===== src/rtl/core/ttg_pkg.sv =====
`timescale 1ns / 1ps
// ----------------------------------------------------------------------------
// ttg_pkg: shared types and constants
// Widths, register indexes and controller/datapath command/status structs.
// ----------------------------------------------------------------------------
package ttg_pkg;

	localparam int CoordWidth = 16;
	localparam int FracBits   = 12;
	localparam int EpsFrac    = 24;
	localparam int NormBits   = 30;
	localparam int DeltaWidth = CoordWidth + 1;
	localparam int ProdWidth  = 2 * DeltaWidth;
	localparam int DetWidth   = ProdWidth + 1;
	localparam int EpsWidth   = 33;
	localparam int OutWidth   = 16;
	localparam int SumWidth   = 2 * NormBits + 2;
	localparam int RootWidth  = NormBits + 1;
	localparam int QuoWidth   = 15;

	localparam logic [0:0] RegEpsilon = 1'b0;
	localparam logic [0:0] RegMode    = 1'b1;

	typedef struct packed {
		logic [CoordWidth-1:0] pos_x;
		logic [CoordWidth-1:0] pos_y;
		logic [CoordWidth-1:0] pos_z;
		logic [CoordWidth-1:0] tex_u;
		logic [CoordWidth-1:0] tex_v;
	} vertex_t;

	typedef struct packed {
		logic [OutWidth-1:0] tangent_x;
		logic [OutWidth-1:0] tangent_y;
		logic [OutWidth-1:0] tangent_z;
		logic                last_of_triangle;
	} tangent_t;

	// Controller to datapath
	typedef struct packed {
		logic       hold_vtx;     // store vertex into slot
		logic       slot;
		logic       load_tri;     // form deltas from held vertices and input
		logic       step_prod;    // products stage
		logic       step_norm;    // register magnitudes, signs, zero flag
		logic       step_sq;      // register shifted magnitudes, clear sum
		logic       sqrt_start;
		logic       div_start;
		logic [1:0] div_sel;
	} ttg_cmd_t;

	// Datapath to controller
	typedef struct packed {
		logic zero_out;
		logic sqrt_busy;
		logic div_busy;
	} ttg_stat_t;

endpackage


===== src/rtl/core/ttg_controller.sv =====
`timescale 1ns / 1ps
// ----------------------------------------------------------------------------
// ttg_controller: vertex sequencing
// Tracks the vertex slot, steps the datapath and emits three result copies.
// ----------------------------------------------------------------------------
module ttg_controller import ttg_pkg::*; (
	input  logic      clk,
	input  logic      arst_n,
	input  logic      in_valid,
	output logic      in_ready,
	input  logic      mode,
	input  ttg_stat_t stat,
	output ttg_cmd_t  cmd,
	output logic      out_valid,
	input  logic      out_ready,
	output logic      out_last
);

	typedef enum logic [2:0] {
		ST_IDLE, ST_PROD, ST_NORM, ST_SHIFT, ST_SQRT, ST_DIV, ST_EMIT
	} state_t;

	state_t     state_q;
	logic [1:0] slot_q;
	logic [1:0] comp_q;
	logic [1:0] copy_q;
	logic       started_q;
	logic       accept;

	assign in_ready = (state_q == ST_IDLE);
	assign accept   = in_valid && in_ready;
	assign out_valid = (state_q == ST_EMIT);
	assign out_last  = (copy_q == 2'd2);

	// Command decode
	always_comb begin
		cmd            = '0;
		cmd.slot       = slot_q[0];
		cmd.hold_vtx   = accept && mode && (slot_q != 2'd2);
		cmd.load_tri   = accept && mode && (slot_q == 2'd2);
		cmd.step_prod  = (state_q == ST_PROD);
		cmd.step_norm  = (state_q == ST_NORM);
		cmd.step_sq    = (state_q == ST_SHIFT);
		cmd.sqrt_start = (state_q == ST_SQRT) && !started_q;
		cmd.div_start  = (state_q == ST_DIV) && !started_q;
		cmd.div_sel    = comp_q;
	end

	// Hold state and counters
	always_ff @(posedge clk or negedge arst_n) begin
		if (!arst_n) begin
			state_q   <= ST_IDLE;
			slot_q    <= '0;
			comp_q    <= '0;
			copy_q    <= '0;
			started_q <= 1'b0;
		end else begin
			unique case (state_q)
				ST_IDLE: begin
					if (accept) begin
						if (!mode) begin
							slot_q <= '0;
						end else if (slot_q == 2'd2) begin
							slot_q  <= '0;
							state_q <= ST_PROD;
						end else begin
							slot_q <= slot_q + 2'd1;
						end
					end
				end
				ST_PROD:  state_q <= ST_NORM;
				ST_NORM:  state_q <= ST_SHIFT;
				ST_SHIFT: begin
					copy_q  <= '0;
					state_q <= stat.zero_out ? ST_EMIT : ST_SQRT;
				end
				ST_SQRT: begin
					if (!started_q) begin
						started_q <= 1'b1;
					end else if (!stat.sqrt_busy) begin
						started_q <= 1'b0;
						comp_q    <= '0;
						state_q   <= ST_DIV;
					end
				end
				ST_DIV: begin
					if (!started_q) begin
						started_q <= 1'b1;
					end else if (!stat.div_busy) begin
						started_q <= 1'b0;
						if (comp_q == 2'd2) begin
							state_q <= ST_EMIT;
						end else begin
							comp_q <= comp_q + 2'd1;
						end
					end
				end
				ST_EMIT: begin
					if (out_ready) begin
						copy_q <= copy_q + 2'd1;
						if (copy_q == 2'd2) state_q <= ST_IDLE;
					end
				end
				default: state_q <= ST_IDLE;
			endcase
		end
	end

endmodule


===== config.mk =====
export PLATFORM = sky130hd
export DESIGN_NAME = ttg_controller
export DESIGN_NICKNAME = d
export VERILOG_FILES = /design/src/rtl/core/ttg_pkg.sv /design/src/rtl/core/ttg_controller.sv
export SDC_FILE = /design/constraint.sdc
export NUM_CORES = 1
export LEC_CHECK = 0
export ABC_CLOCK_PERIOD_IN_PS = 2100
export BUFFER_PORTS_ARGS = -buffer_cell sky130_fd_sc_hd__clkbuf_2
export CAP_MARGIN = 40
export CORE_AREA = 3 3 40 42
export CTS_CLUSTER_DIAMETER = 40
export CTS_CLUSTER_SIZE = 20
export DETAILED_ROUTE_END_ITERATION = 16
export DIE_AREA = 0 0 43 45
export MAX_ROUTING_LAYER = met4
export PLACE_DENSITY_LB_ADDON = 0.12
export SYNTH_ARGS = -nofsm -noshare
export SYNTH_HDL_FRONTEND = slang
export SYNTH_SLANG_ARGS = --single-unit
export TNS_END_PERCENT = 30

===== constraint.sdc =====
create_clock -name clk -period 2.1 [get_ports clk]
set_input_delay 0 -clock clk [delete_from_list [all_inputs] [get_ports clk]]
set_output_delay 0 -clock clk [all_outputs]
set_load 0.1 [all_outputs]

==> results.yml, run 1 <==
run_status:
  run_status: "completed"
logic_synthesis:
  share_of_synthesized_registers_carrying_an_async_set_or_reset_pct: 100
  synth-seq-cells: 10
  netlist-cell-type-count: 35
  synth.cell_area_um2: 657
  ys_top_cells_by_area: "dfrtp_1 38%, o21ai_0 4.6%, ha_1 3.8%, inv_1 3.4%, mux2_2 3.4%"
  synth.largest_area_cell: "dfrtp_1"
  synthCells: 72
  top_ff_cell_synth: "dfrtp_1"
  synth-edff-count: 0
  synth.yosys.warnings: 0
  synth.top_cell.area_share_pct: 38.1
  syn_avg_cell_area_um2: 9.12
  syn-num-nets: 82
  synth.top_cells.by_count: "10 x dfrtp_1, 6 x inv_1, 6 x o21ai_0, 4 x nand3_1"
  ys_seq_area_share_pct: 38.1
  synthMostInstantiatedCell: "dfrtp_1"
sta:
  fin_skew_ps: 3.08
  layout_worst_path_cycle_share_pct: 89.0
  final.min_clock_period_ps: 1870
  rsz_0062_raised_after_global_routing: "false"
  report.final.slew_viol_count: 0
  final-hold-violation-count: 0
  fmax_mhz: 535
  max_slew_headroom_pct: 63.9
  worst-slew-pin-transition_ps: 544
  tns_ps: 0
  finalSetupViolations: 0
cts:
  cts.clk_slew.worst_paths_ps: 60
  htree_num_levels: 1
  cts_buffers: 3
  cts-resized-gates: 0
  sinks_on_the_clock_net: 10
  cts_tree: "yes"
  cts.path.max_buffers: 2
  clkLatencyLatePin_ps: 250
  cts_root_buffer: "clkbuf_4"
  postCtsSetupBuffers: 0
floorplan:
  rows: 13
  core_ar_um2: 1280
  initial_utilization_pct: 51.1
  die_w_um: 43
  dieArea_um2: 1940
  pin_count: 21
  die_height_um: 45
min_path:
  timing.hold.worst.start: "stat[2]"
  holdPathStages: 3
  timing.hold.worst.class: "primary input to flop"
  worstHoldEndpoint: "state_q[1]$_DFFE_PN0P_"
routing:
  drt-total-wl_mm: 1.39
  wire_per_inst_um: 12.8
  dr_total_vias: 600
  final_antenna_net_count: 0
  drt-vias-per-instance: 5.56
  post-route-drc-count: 0
  drt_first_iter_violations: 8
  detail_route.first_pass.iterations: 2
global_routing:
  global_route_wire_length_before_repair_mm: 2.28
  grt_start_max_net_pins: 21
  global_route.usage.met2_pct: 25.1
  gr-usage-all-layers_pct: 16.2
  number_of_antenna_violations_at_the_first_check_in_global_routing: 0
  busiest_layer: "met2"
  gr-usage-met3_pct: 3.59
  globalRoute.totalOverflow: 0
  grt_pass1_vias: 529
  grt.met1_usage_pct: 21.3
placed_design:
  port_buffers: 20
  place_hpwl_mm: 1.05
  gpl.final_weighted_congestion: 0.751
  post-place-cells: 104
final_layout:
  nets: 105
  num_antenna_cells: 0
  finalNonFillerCells: 108
  final_layout_size_suffix_gt1_share_pct: 34.4
  area_growth_syn_to_layout_pct: 24.6
run:
  number_of_violations_of_the_max_capacitance_limit: 0
critical_path:
  r2r_cells: 3
  critical_path.max_fanout: 16
  worst_ep_required_time_ps: 2100
  worst_ep_arrival_time_ps: 1870
  r2r-end: "slot_q[0]$_DFFE_PN0P_"
  criticalPathCategory: "flop to output port"
  timing.critical_path.from_type: "flop"
  rr_startpoint: "state_q[1]$_DFFE_PN0P_"
  worst-r2r-setup-slack_ps: 490
  critical_path.endpoint_type: "output port"
-- cell usage in the layout, fill, tap and decap left out, types with 2 or more instances in the layout --
cell type / n
a21oi_1: 2
buf_4: 3
clkbuf_2: 19
clkbuf_4: 3
dfrtp_1: 10
ha_1: 2
inv_1: 6
mux2_2: 2
nand2_1: 2
nand2b_1: 2
nand3_1: 4
nand3b_1: 2
nand4b_1: 2
nor2_1: 3
nor2b_1: 2
nor3b_1: 2
nor3b_2: 2
o21a_1: 2
o21ai_0: 6
-- cell families (layout without fill, tap and decap cells) --
logic type | count (synthesis) | count (layout) | share of synthesized area [%]
fa+ha+maj | 2 | 2 | 3.81
buf+inv | 11 | 32 | 7.05
mux | 2 | 2 | 3.43
simple gates | 29 | 29 | 29.0
flops | 10 | 10 | 38.1
compound gates | 18 | 18 | 18.7
-- routing by layer --
| metal | share of wire, % | routed length (µm) | up-vias |
|---|---|---|---|
| met5 | 0 | 0 | - |
| met4 | 1.2 | 17 | 0 |
| met3 | 6.8 | 94 | 2 |
| met2 | 44 | 611 | 16 |
| met1 | 48 | 662 | 277 |
| li1 | - | - | 305 |
-- worst max-delay path, cell delays in order, from the launching register on --
cell and delay (ps):
dfrtp_1 550, nor2b_1 360, nor3b_1 220, clkbuf_2 480
-- metrics by stage --
step                utilization (%)  area [µm²]  hold slack (ps)  setup WS (ps)
global placement               61.1         786             -115            519
detailed placement             61.1         786             -115            506
finish                         63.7         818             45.7            231
global route                   63.7         818             66.1           97.1
CTS                            63.7         818             43.3            228
floorplan                         -         673             -296           -875
-- layout make-up --
type	instances	area [µm²]
Fill cell	116	467
Multi-Input combinational cell	51	377
Tap cell	15	18.8
Timing Repair Buffer	23	128
Clock buffer	3	22.5
Inverter	6	22.5
Sequential cell	10	250
-- worst max-delay path by stage --
stage / startpoint / end / slack, ps / cells past startpoint
final: state_q[1]$_DFFE_PN0P_ / cmd[3] / 230 / 3
after global placement: state_q[1]$_DFFE_PN0P_ / cmd[3] / 520 / 3
after global routing: state_q[1]$_DFFE_PN0P_ / cmd[3] / 100 / 3
after detailed placement: state_q[1]$_DFFE_PN0P_ / slot_q[0]$_DFFE_PN0P_ / 510 / 3
after CTS: state_q[1]$_DFFE_PN0P_ / cmd[3] / 230 / 3
after floorplan: state_q[0]$_DFFE_PN0P_ / cmd[3] / -870 / 3
-- flip-flops by register name (all words and copies together) (netlist names) --
register	cells
comp_q	2
copy_q	2
slot_q	2
started_q	1
state_q	3
-- timing repair --
action / CTS / global route
endpoints found under the setup margin: 0 / 0
hold buffers: 1 / 0
endpoints found under the hold margin: 10 / 0
Power of run 1 is left out: the tool's default activity adds up to more than one toggle a clock period on the data nets, which glitch-free logic cannot reach.
==> inputs of run 2 (changes only) <==
Settings changed: CELL_PAD_IN_SITES_DETAIL_PLACEMENT set to 0, CELL_PAD_IN_SITES_GLOBAL_PLACEMENT set to 2, CORE_AREA 3 3 40 42 to not set, CORE_MARGIN set to 3, CORE_UTILIZATION set to 30, DIE_AREA 0 0 43 45 to not set.
==> run 2 against run 1 <==
- sequential cell count is the same
- largest cell class unchanged
- first-iteration DRC count is 63% higher
- via count is 1.5% lower
- register-to-register slack barely moved
- non-clock buffer count stayed put
- global-route usage is 3.0 points lower
- die area increased by 44%
==> results.yml, run 2 (same netlist as run 1, synthesis figures left out) <==
cts:
  cts-resized-gates: 0
  cts_buffers: 3
  cts.clk_slew.worst_paths_ps: 70
  cts_tree: "yes"
  cts.path.max_buffers: 2
  cts_root_buffer: "clkbuf_4"
  htree_num_levels: 1
  clkLatencyLatePin_ps: 260
  sinks_on_the_clock_net: 10
placed_design:
  gpl.final_weighted_congestion: 0.672
  place_hpwl_mm: 1.13
  port_buffers: 20
routing:
  drt-vias-per-instance: 4.93
  drt-total-wl_mm: 1.51
  dr_total_vias: 591
  detail_route.first_pass.iterations: 4
  wire_per_inst_um: 12.5
  post-route-drc-count: 0
  final_antenna_net_count: 0
  drt_first_iter_violations: 13
floorplan:
  rows: 16
  core_ar_um2: 2020
  die_height_um: 52.8
  dieArea_um2: 2790
  initial_utilization_pct: 32.5
  die_w_um: 52.8
  pin_count: 21
final_layout:
  post-route-util_pct: 41.2
  regArea_um2: 250
  final_layout_size_suffix_gt1_share_pct: 34.4
  num_antenna_cells: 0
  largest_register_ffs: 3
  layout.cells.most_common_list: "19 x clkbuf_2, 10 x dfrtp_1, 6 x inv_1, 6 x o21ai_0, 4 x nand3_1"
  multiInputGateArea_um2: 377
  fillerInstances: 217
  largest_register: "state_q"
  layout.cells.most_common: "clkbuf_2"
  nets: 105
  area_growth_syn_to_layout_pct: 26.9
critical_path:
  r2r_cells: 3
  critical_path.max_fanout: 16
  timing.critical_path.from_type: "flop"
  r2r-end: "slot_q[0]$_DFFE_PN0P_"
  worst_ep_arrival_time_ps: 1930
  worstPathCellList: "nor2b_1, nor3b_1, clkbuf_2"
  criticalPathCategory: "flop to output port"
  critical_path.endpoint_type: "output port"
  rr_startpoint: "state_q[1]$_DFFE_PN0P_"
  worst-r2r-setup-slack_ps: 480
  slowest_delay_ps: 560
  worst_ep_required_time_ps: 2100
  crit_path_top_delay_cell: "dfrtp_1"
min_path:
  worstHoldEndpoint: "state_q[1]$_DFFE_PN0P_"
  timing.hold.worst.start: "stat[2]"
  timing.hold.worst.class: "primary input to flop"
  holdPathStages: 3
global_routing:
  grt_start_max_net_pins: 17
  global_route_wire_length_before_repair_mm: 2.64
  number_of_antenna_violations_at_the_first_check_in_global_routing: 0
  grt_pass1_vias: 568
  gr-usage-all-layers_pct: 13.3
  globalRoute.totalOverflow: 0
sta:
  report.final.slew_viol_count: 0
  fmax_mhz: 518
  rsz_0062_raised_after_global_routing: "false"
  final-hold-violation-count: 0
  finalSetupViolations: 0
  max_slew_headroom_pct: 63.9
  layout_worst_path_cycle_share_pct: 92.0
  fin_skew_ps: 1.91
  worst-slew-pin-transition_ps: 544
  tns_ps: 0
  final.min_clock_period_ps: 1930
run:
  number_of_violations_of_the_max_capacitance_limit: 0
run_status:
  run_status: "completed"
==> run 2: cell counts in the layout (fill, tap and decap cells not counted) <==
No cell type changed its count.
==> run 2: repair_timing <==
action,in CTS,in global routing
setup endpoints to repair,0,0
hold endpoints to repair,10,0
hold buffers,1,0
setup buffers,0,0
==> run 2: area by class of cell <==
class / instances / area share, %
Sequential cell: 10 / 30.0
Tap cell: 27 / 4.05
Clock buffer: 3 / 2.70
Timing Repair Buffer: 23 / 15.3
Inverter: 6 / 2.70
Multi-Input combinational cell: 51 / 45.2
==> run 2: layer usage <==
metal	wire, µm	up-vias	GRT usage [%]	share of wire (%)
met4	18	0	6.38	1.2
met1	738	267	18.3	49
met2	648	15	18.0	43
li1	-	307	-	-
met3	99	2	3.13	6.6
met5	0	-	-	0
==> run 2: critical path: cells and delay by family, from the launching register on <==
| kind | cells | cell delay (ps) |
|---|---|---|
| buf+inv | 1 | 500 |
| simple gates | 2 | 620 |
| flops | 1 | 560 |
==> run 2: how the worst max path moves through the flow <==
stage | start | endpoint | slack, ps | cells past startpoint
floorplan | state_q[0]$_DFFE_PN0P_ | cmd[3] | -870 | 3
global placement | state_q[1]$_DFFE_PN0P_ | cmd[3] | 490 | 3
detailed placement | state_q[1]$_DFFE_PN0P_ | cmd[3] | 460 | 3
CTS | state_q[1]$_DFFE_PN0P_ | cmd[3] | 160 | 3
global route | state_q[1]$_DFFE_PN0P_ | cmd[3] | 60 | 3
finish | state_q[1]$_DFFE_PN0P_ | cmd[3] | 170 | 3
==> run 2: per-stage QoR <==
step	hold slack (ps)	instance area [µm²]	std cells	setup slack, ps
global route	58.5	833	120	58.2
detailed placement	-110	801	116	460
floorplan	-296	673	72	-875
global placement	-112	801	116	488
finish	20.0	833	120	168
CTS	15.4	833	120	157
Power of run 2 is left out for the same reason.
